File: src/hw/rtl/ptb_pkg.sv
package ptb_pkg;

  localparam int MAX_LEN     = 4096;
  localparam int ALPHABET    = 26;
  localparam int NODE_CAP    = MAX_LEN + 2;
  localparam int NODE_W      = 13;
  localparam int LEN_W       = 14;
  localparam int CHAR_W      = 5;
  localparam int OCC_W       = 13;
  localparam int SCORE_W     = 25;
  localparam int POS_W       = 15;
  localparam int TEXT_AW     = $clog2(MAX_LEN);
  localparam int CHILD_DEPTH = NODE_CAP * ALPHABET;
  localparam int CHILD_AW    = $clog2(CHILD_DEPTH);

  typedef struct packed {
    logic signed [LEN_W-1:0] len;
    logic [NODE_W-1:0]       step;
    logic [NODE_W-1:0]       depth;
    logic [NODE_W-1:0]       slink;
    logic [NODE_W-1:0]       series;
    logic [NODE_W-1:0]       parent;
    logic [CHAR_W-1:0]       letter;
  } node_t;

  localparam node_t ROOT_EMPTY = '{len: LEN_W'(0), step: '0, depth: '0,
                                   slink: NODE_W'(1), series: NODE_W'(1),
                                   parent: '0, letter: '0};
  localparam node_t ROOT_MINUS = '{len: -LEN_W'(1), step: '0, depth: '0,
                                   slink: NODE_W'(1), series: NODE_W'(1),
                                   parent: '0, letter: '0};

  typedef logic [4:0] op_t;

  localparam op_t OP_NONE       = 5'd0;
  localparam op_t OP_ACCEPT     = 5'd1;
  localparam op_t OP_W_RDNODE   = 5'd2;
  localparam op_t OP_W_RDTEXT   = 5'd3;
  localparam op_t OP_W_RDLINK   = 5'd4;
  localparam op_t OP_W_RDTEXT2  = 5'd5;
  localparam op_t OP_W_TAKELINK = 5'd6;
  localparam op_t OP_W_TAKESER  = 5'd7;
  localparam op_t OP_RD_CHILD_U = 5'd8;
  localparam op_t OP_RD_CHILD_V = 5'd9;
  localparam op_t OP_CHK_CHILD  = 5'd10;
  localparam op_t OP_FOUND      = 5'd11;
  localparam op_t OP_OCC_INC    = 5'd12;
  localparam op_t OP_NEW        = 5'd13;
  localparam op_t OP_LINK       = 5'd14;
  localparam op_t OP_MAKE       = 5'd15;
  localparam op_t OP_OUT_RD     = 5'd16;
  localparam op_t OP_OUT_LATCH  = 5'd17;
  localparam op_t OP_P_INIT     = 5'd18;
  localparam op_t OP_P_RD       = 5'd19;
  localparam op_t OP_P_LINK     = 5'd20;
  localparam op_t OP_P_ADD      = 5'd21;
  localparam op_t OP_P_MAX      = 5'd22;
  localparam op_t OP_FIN        = 5'd23;

  typedef struct packed {
    logic full;
    logic last;
    logic match;
    logic child_ok;
    logic pass_done;
    logic out_free;
  } status_t;

endpackage

File: src/hw/rtl/ptb_ctrl.sv
module ptb_ctrl import ptb_pkg::*; (
  input  logic    clk,
  input  logic    rst,
  input  logic    in_valid,
  output logic    in_stall,
  input  status_t st,
  output op_t     op
);

  localparam logic [4:0] S_IDLE    = 5'd0;
  localparam logic [4:0] S_W_NODE  = 5'd1;
  localparam logic [4:0] S_W_TEXT  = 5'd2;
  localparam logic [4:0] S_W_CHK   = 5'd3;
  localparam logic [4:0] S_W_LTEXT = 5'd4;
  localparam logic [4:0] S_W_LCHK  = 5'd5;
  localparam logic [4:0] S_W_DONE  = 5'd6;
  localparam logic [4:0] S_CH_CHK  = 5'd7;
  localparam logic [4:0] S_CH_VAL  = 5'd8;
  localparam logic [4:0] S_INC     = 5'd9;
  localparam logic [4:0] S_MAKE    = 5'd10;
  localparam logic [4:0] S_OUT_RD  = 5'd11;
  localparam logic [4:0] S_OUT_LAT = 5'd12;
  localparam logic [4:0] S_P_INIT  = 5'd13;
  localparam logic [4:0] S_P_TEST  = 5'd14;
  localparam logic [4:0] S_P_LINK  = 5'd15;
  localparam logic [4:0] S_P_ADD   = 5'd16;
  localparam logic [4:0] S_P_MAX   = 5'd17;
  localparam logic [4:0] S_FIN     = 5'd18;

  logic [4:0] state, state_next;
  logic       second, second_next;

  assign in_stall = (state != S_IDLE);

  // sequence the letter, the walks and the count pass
  always_comb begin
    state_next  = state;
    second_next = second;
    op          = OP_NONE;
    unique case (state)
      S_IDLE: begin
        if (in_valid) begin
          op          = OP_ACCEPT;
          second_next = 1'b0;
          state_next  = st.full ? S_OUT_RD : S_W_NODE;
        end
      end
      S_W_NODE: begin
        op         = OP_W_RDNODE;
        state_next = S_W_TEXT;
      end
      S_W_TEXT: begin
        op         = OP_W_RDTEXT;
        state_next = S_W_CHK;
      end
      S_W_CHK: begin
        if (st.match) begin
          state_next = S_W_DONE;
        end else begin
          op         = OP_W_RDLINK;
          state_next = S_W_LTEXT;
        end
      end
      S_W_LTEXT: begin
        op         = OP_W_RDTEXT2;
        state_next = S_W_LCHK;
      end
      S_W_LCHK: begin
        if (st.match) begin
          op         = OP_W_TAKELINK;
          state_next = S_W_DONE;
        end else begin
          op         = OP_W_TAKESER;
          state_next = S_W_NODE;
        end
      end
      S_W_DONE: begin
        op         = second ? OP_RD_CHILD_V : OP_RD_CHILD_U;
        state_next = S_CH_CHK;
      end
      S_CH_CHK: begin
        op         = OP_CHK_CHILD;
        state_next = S_CH_VAL;
      end
      S_CH_VAL: begin
        if (second) begin
          op         = OP_LINK;
          state_next = S_MAKE;
        end else if (st.child_ok) begin
          op         = OP_FOUND;
          state_next = S_INC;
        end else begin
          op          = OP_NEW;
          second_next = 1'b1;
          state_next  = S_W_NODE;
        end
      end
      S_INC: begin
        op         = OP_OCC_INC;
        state_next = S_OUT_RD;
      end
      S_MAKE: begin
        op         = OP_MAKE;
        state_next = S_OUT_RD;
      end
      S_OUT_RD: begin
        op         = OP_OUT_RD;
        state_next = S_OUT_LAT;
      end
      S_OUT_LAT: begin
        op         = OP_OUT_LATCH;
        state_next = st.last ? S_P_INIT : S_FIN;
      end
      S_P_INIT: begin
        op         = OP_P_INIT;
        state_next = S_P_TEST;
      end
      S_P_TEST: begin
        if (st.pass_done) begin
          state_next = S_FIN;
        end else begin
          op         = OP_P_RD;
          state_next = S_P_LINK;
        end
      end
      S_P_LINK: begin
        op         = OP_P_LINK;
        state_next = S_P_ADD;
      end
      S_P_ADD: begin
        op         = OP_P_ADD;
        state_next = S_P_MAX;
      end
      S_P_MAX: begin
        op         = OP_P_MAX;
        state_next = S_P_TEST;
      end
      S_FIN: begin
        if (st.out_free) begin
          op         = OP_FIN;
          state_next = S_IDLE;
        end
      end
      default: begin
        state_next = S_IDLE;
      end
    endcase
  end

  always_ff @(posedge clk) begin
    if (rst) begin
      state  <= S_IDLE;
      second <= 1'b0;
    end else begin
      state  <= state_next;
      second <= second_next;
    end
  end

endmodule

File: config.mk
export PLATFORM = sky130hd
export DESIGN_NAME = ptb_ctrl
export DESIGN_NICKNAME = d
export VERILOG_FILES = /design/src/hw/rtl/ptb_pkg.sv /design/src/hw/rtl/ptb_ctrl.sv
export SDC_FILE = /design/constraint.sdc
export NUM_CORES = 1
export LEC_CHECK = 0
export BUFFER_PORTS_ARGS = -buffer_cell sky130_fd_sc_hd__buf_2
export CORE_MARGIN = 8
export CORE_UTILIZATION = 52
export DETAILED_ROUTE_END_ITERATION = 8
export PLACE_DENSITY_LB_ADDON = 0.1
export SYNTH_ARGS = -nofsm -noshare
export SYNTH_HDL_FRONTEND = slang
export SYNTH_SLANG_ARGS = --single-unit
File: constraint.sdc
create_clock -name clk -period 1.7 [get_ports clk]
set_input_delay 0.34 -clock clk [delete_from_list [all_inputs] [get_ports clk]]
set_output_delay 0.34 -clock clk [all_outputs]
set_load 0.02 [all_outputs]
==> out/results.txt, run 1 <==
Initial Util -> 0.553
CTS buffer count -> 3
die height -> 53.2 µm
Placed Cells incl. Taps -> 162
post-synthesis register bit count -> 6
pin count of the biggest net entering global routing -> 10
fraction of registers with async set/reset -> 0
First Err -> [ERROR DPL-0033] detailed placement checks failed during check placement.
antenna violations before repair -> 0
synth unique cells -> 35
Synth Area per Inst -> 6.42 µm²
xor/xnor cell area share of the yosys netlist -> 0
Post-Place Setup Slack -> -0.0829 ns
kind of the worst endpoint -> output port
top cell type by total area after synthesis -> dfxtp_1
Exit stage -> 5_1_grt
post-DP HPWL -> 2010 µm
Post-synth top flop -> dfxtp_1
I/O pin total -> 15
site row count -> 13
Post-Syn Instances -> 112
simple-gate share of the synthesized area -> 0.294
synthesized cell area -> 719 µm²
Synth warnings -> 0
Post-Synth Adder-Cell Area -> 0
H-tree levels -> 1
Die Wd -> 53.2 µm
post-synthesis mux area share -> 0.0157
main combinational cell family by area after synthesis -> compound AO/OA/AOI/OAI gates
EDFF count, synth -> 0
worst_ep grt -> op[2]
Synth Net Count -> 121
top-area cell type share of the netlist area -> 0.167
Clock Sinks -> 6
outcome -> stopped before the end
input/output buffers -> 14
hold buffer count at CTS -> 0
CTS Buffer Depth -> 2
Root Buffer -> clkbuf_4
Synth Area in Compound Gates -> 0.419
routability cong. -> 0.984
sequential area share after synthesis -> 0.167
Area contributors post-synth -> dfxtp_1 (17%), a21oi_1 (9.7%), o21ai_0 (7.7%)
[logic make-up after synthesis]
| family | after synthesis |
|---|---|
| buffers and inverters | 15 |
| multiplexers | 1 |
| flip-flops | 6 |
| AO/OA/AOI/OAI | 48 |
| AND/OR/NAND/NOR | 42 |
[timing repair]
| item | in CTS |
|---|---|
| endpoints found under the setup margin | 6 |
| buffers inserted | 11 |
| gates resized for setup | 37 |
| pin swaps | 9 |
[cells in the mapped netlist (2+ instances only)]
library cell  count
nor2_1           11
a31oi_1           6
o211ai_1          2
nand3_1           5
o221ai_1          2
nor3_1            4
a2bb2oi_1         2
a21oi_1          14
nor2b_1           5
dfxtp_1           6
nand2_1           9
o21ai_0          11
buf_4             4
buf_2             3
inv_1             6
nand2b_1          2
o31ai_1           2
[through the flow]
step / hold slack [ns] / TNS [ns] / cell area (µm²)
CTS: 0.294 / -0.318 / 1200
detailed placement: 0.570 / -0.197 / 982
global placement: 0.574 / -0.0754 / 982
floorplan: 0.409 / 0 / 724
==> run 2: changes to the inputs <==
--- a/config.mk
+++ b/config.mk
@@ -6,10 +6,10 @@
 export NUM_CORES = 1
 export LEC_CHECK = 0
 export BUFFER_PORTS_ARGS = -buffer_cell sky130_fd_sc_hd__buf_2
-export CORE_MARGIN = 8
-export CORE_UTILIZATION = 52
+export CORE_AREA = 8 8 69 71
 export DETAILED_ROUTE_END_ITERATION = 8
-export PLACE_DENSITY_LB_ADDON = 0.1
+export DIE_AREA = 0 0 77 79
+export PLACE_DENSITY_LB_ADDON = 0.15
 export SYNTH_ARGS = -nofsm -noshare
 export SYNTH_HDL_FRONTEND = slang
 export SYNTH_SLANG_ARGS = --single-unit
==> out/results.txt, run 2 <==
DRT Pass-1 Iters -> 6
unrepaired setup endpoints after global routing -> yes
Die ar. -> 0.00608 mm²
P per Cell Area -> 1900 mW/mm²
fraction of registers with async set/reset -> 0
input/output buffers -> 14
Power Total -> 2.49 mW
sequential area share after synthesis -> 0.167
routability cong. -> 0.842
Area growth syn-to-layout -> 82.4%
Synth warnings -> 0
xor/xnor cell area share of the yosys netlist -> 0
DR vias -> 1032
simple-gate share of the synthesized area -> 0.294
layout cell share with drive strength beyond 1 -> 0.524
post-synthesis register bit count -> 6
Non-Filler Instances -> 214
main combinational cell family by area after synthesis -> compound AO/OA/AOI/OAI gates
setup ws final -> -0.157 ns
All-Layer GR Usage -> 0.103
I/O pin total -> 15
worst vdd ir -> 0.531 mV
vias in the first global route -> 1032
Iter 0 DRT Violations -> 42
Skew-Pair Late Insertion Delay -> 0.23 ns
fin crit share -> 1.09
Ant. Diodes -> 0
largest registers -> state x5, second x1
CTS buffer count -> 3
Util after Layout -> 0.346
Area contributors post-synth -> dfxtp_1 (17%), a21oi_1 (9.7%), o21ai_0 (7.7%)
wire length per cell -> 15.2 µm
hold buffer count at CTS -> 0
CP Class -> reg2out
Initial Util -> 0.189
number of max-cap violations -> 0
Routed Antenna Nets -> 0
top-area cell type share of the netlist area -> 0.167
Die Wd -> 77 µm
Final min period -> 1.86 ns
commonest cells after routing, fill and taps aside -> buf_4 (39), a21oi_1 (13), o21ai_0 (9), buf_2 (9), buf_6 (9)
Setup crit end kind -> output port
vias per cell -> 4.82
worst hold slack -> 0.345 ns
Clock Skew -> 0.00503 ns
drt total wl -> 3250 µm
CP arrival -> 1.52 ns
Setup Viol. Count Final -> 3
CP startpoint kind -> flop
clock transition at the registers of the reported paths -> 0.04 ns
slew margin rel. -> 0.796
DR DRC count -> 0
Clock Sinks -> 6
DP Area -> 0.00105 mm²
first-pass GRT wire length -> 5090 µm
die height -> 79 µm
Worst Tran Pin Value -> 0.305 ns
Post-synth top flop -> dfxtp_1
site row count -> 23
commonest non-fill, non-tap cell in the layout -> buf_4
Synth Area in Compound Gates -> 0.419
antenna violations before repair -> 0
design area -> 0.00131 mm²
final setup TNS -> -0.421 ns
HP Class -> in2reg
Placed Cells incl. Taps -> 200
post-synthesis mux area share -> 0.0157
max-slew violation total from the final report -> 0
Synth Area per Inst -> 6.42 µm²
core area -> 0.00380 mm²
CTS tree -> yes
Post-Place Setup Slack -> -0.0664 ns
# nets final -> 175
Worst Path Required -> 1.36 ns
CTS Buffer Depth -> 2
pin count of the biggest net entering global routing -> 11
top cell type by total area after synthesis -> dfxtp_1
H-tree levels -> 1
Synth Net Count -> 121
failing checks -> setup timing
synthesized cell area -> 719 µm²
synth cell count leaders -> a21oi_1 (14), nor2_1 (11), o21ai_0 (11)
Post-Synth Adder-Cell Area -> 0
critical path fanouts, max -> 4
Biggest register -> state
Post-Syn Instances -> 112
Root Buffer -> clkbuf_8
number of flip-flops in the largest register -> 5
total global routing overflow -> 0
FMAX -> 0.538 GHz
top-count cell post-synth -> a21oi_1
post-DP HPWL -> 2480 µm
outcome -> finished with violations
Lkg Pwr -> 0.541 nW
Final Hold Fails -> 0
synth unique cells -> 35
EDFF count, synth -> 0
run 2: what timing repair did:
item | CTS | global route
gates cloned | 0 | 0
resized for setup | 30 | 14
setup buffers | 9 | 4
pin swaps | 8 | 6
setup endpoints to repair | 8 | 7
endpoints found under the hold margin | 0 | 0
run 2: cells by family (layout without fill, tap and decap cells):
| group | Yosys count | count (layout) |
|---|---|---|
| AO/OA/AOI/OAI | 48 | 48 |
| AND/OR/NAND/NOR | 42 | 42 |
| buffers and inverters | 15 | 67 |
| flip-flops | 6 | 6 |
| multiplexers | 1 | 1 |
run 2: worst max-delay path, stage by stage (launching register included):
cell     delay (ns)
dfxtp_4        0.35
buf_6          0.12
nor3_4         0.23
nand2_2        0.12
o32ai_2        0.14
a21oi_2        0.08
o31ai_2        0.07
buf_4          0.18
run 2: metal layers:
metal  wire length (µm)  vias up  GRT usage
met5                  0        -          0
met4                 31        0     0.0113
met3                 81        4     0.0226
met2               1720       19      0.202
met1               1420      485      0.114
li1                   -      524          -
run 2: final cells by class:
cell class / instances / area (µm²)
fillers: 437 / 2490
well taps: 50 / 62.6
multi-input cells: 91 / 604
flip-flops and latches: 6 / 139
clock buffers: 3 / 41.3
inverters: 7 / 26.3
repair buffers: 57 / 439
run 2: report_power, final:
group          internal, mW  leakage (nW)  switching (mW)
registers             0.209        0.0526           0.101
clock network         0.153        0.0216          0.0659
logic                  1.00         0.467           0.960
run 2: final timing paths:
check	startpoint	end	slack, ns	depth (start not counted)
setup / recovery	state[0]	op[0]	-0.16	7
hold / removal	rst	state[2]	0.35	2
setup reg to reg	state[1]	state[3]	0.03	8
hold reg to reg	second	second	0.64	2
Note: power is estimated with default switching activity, not from simulation.
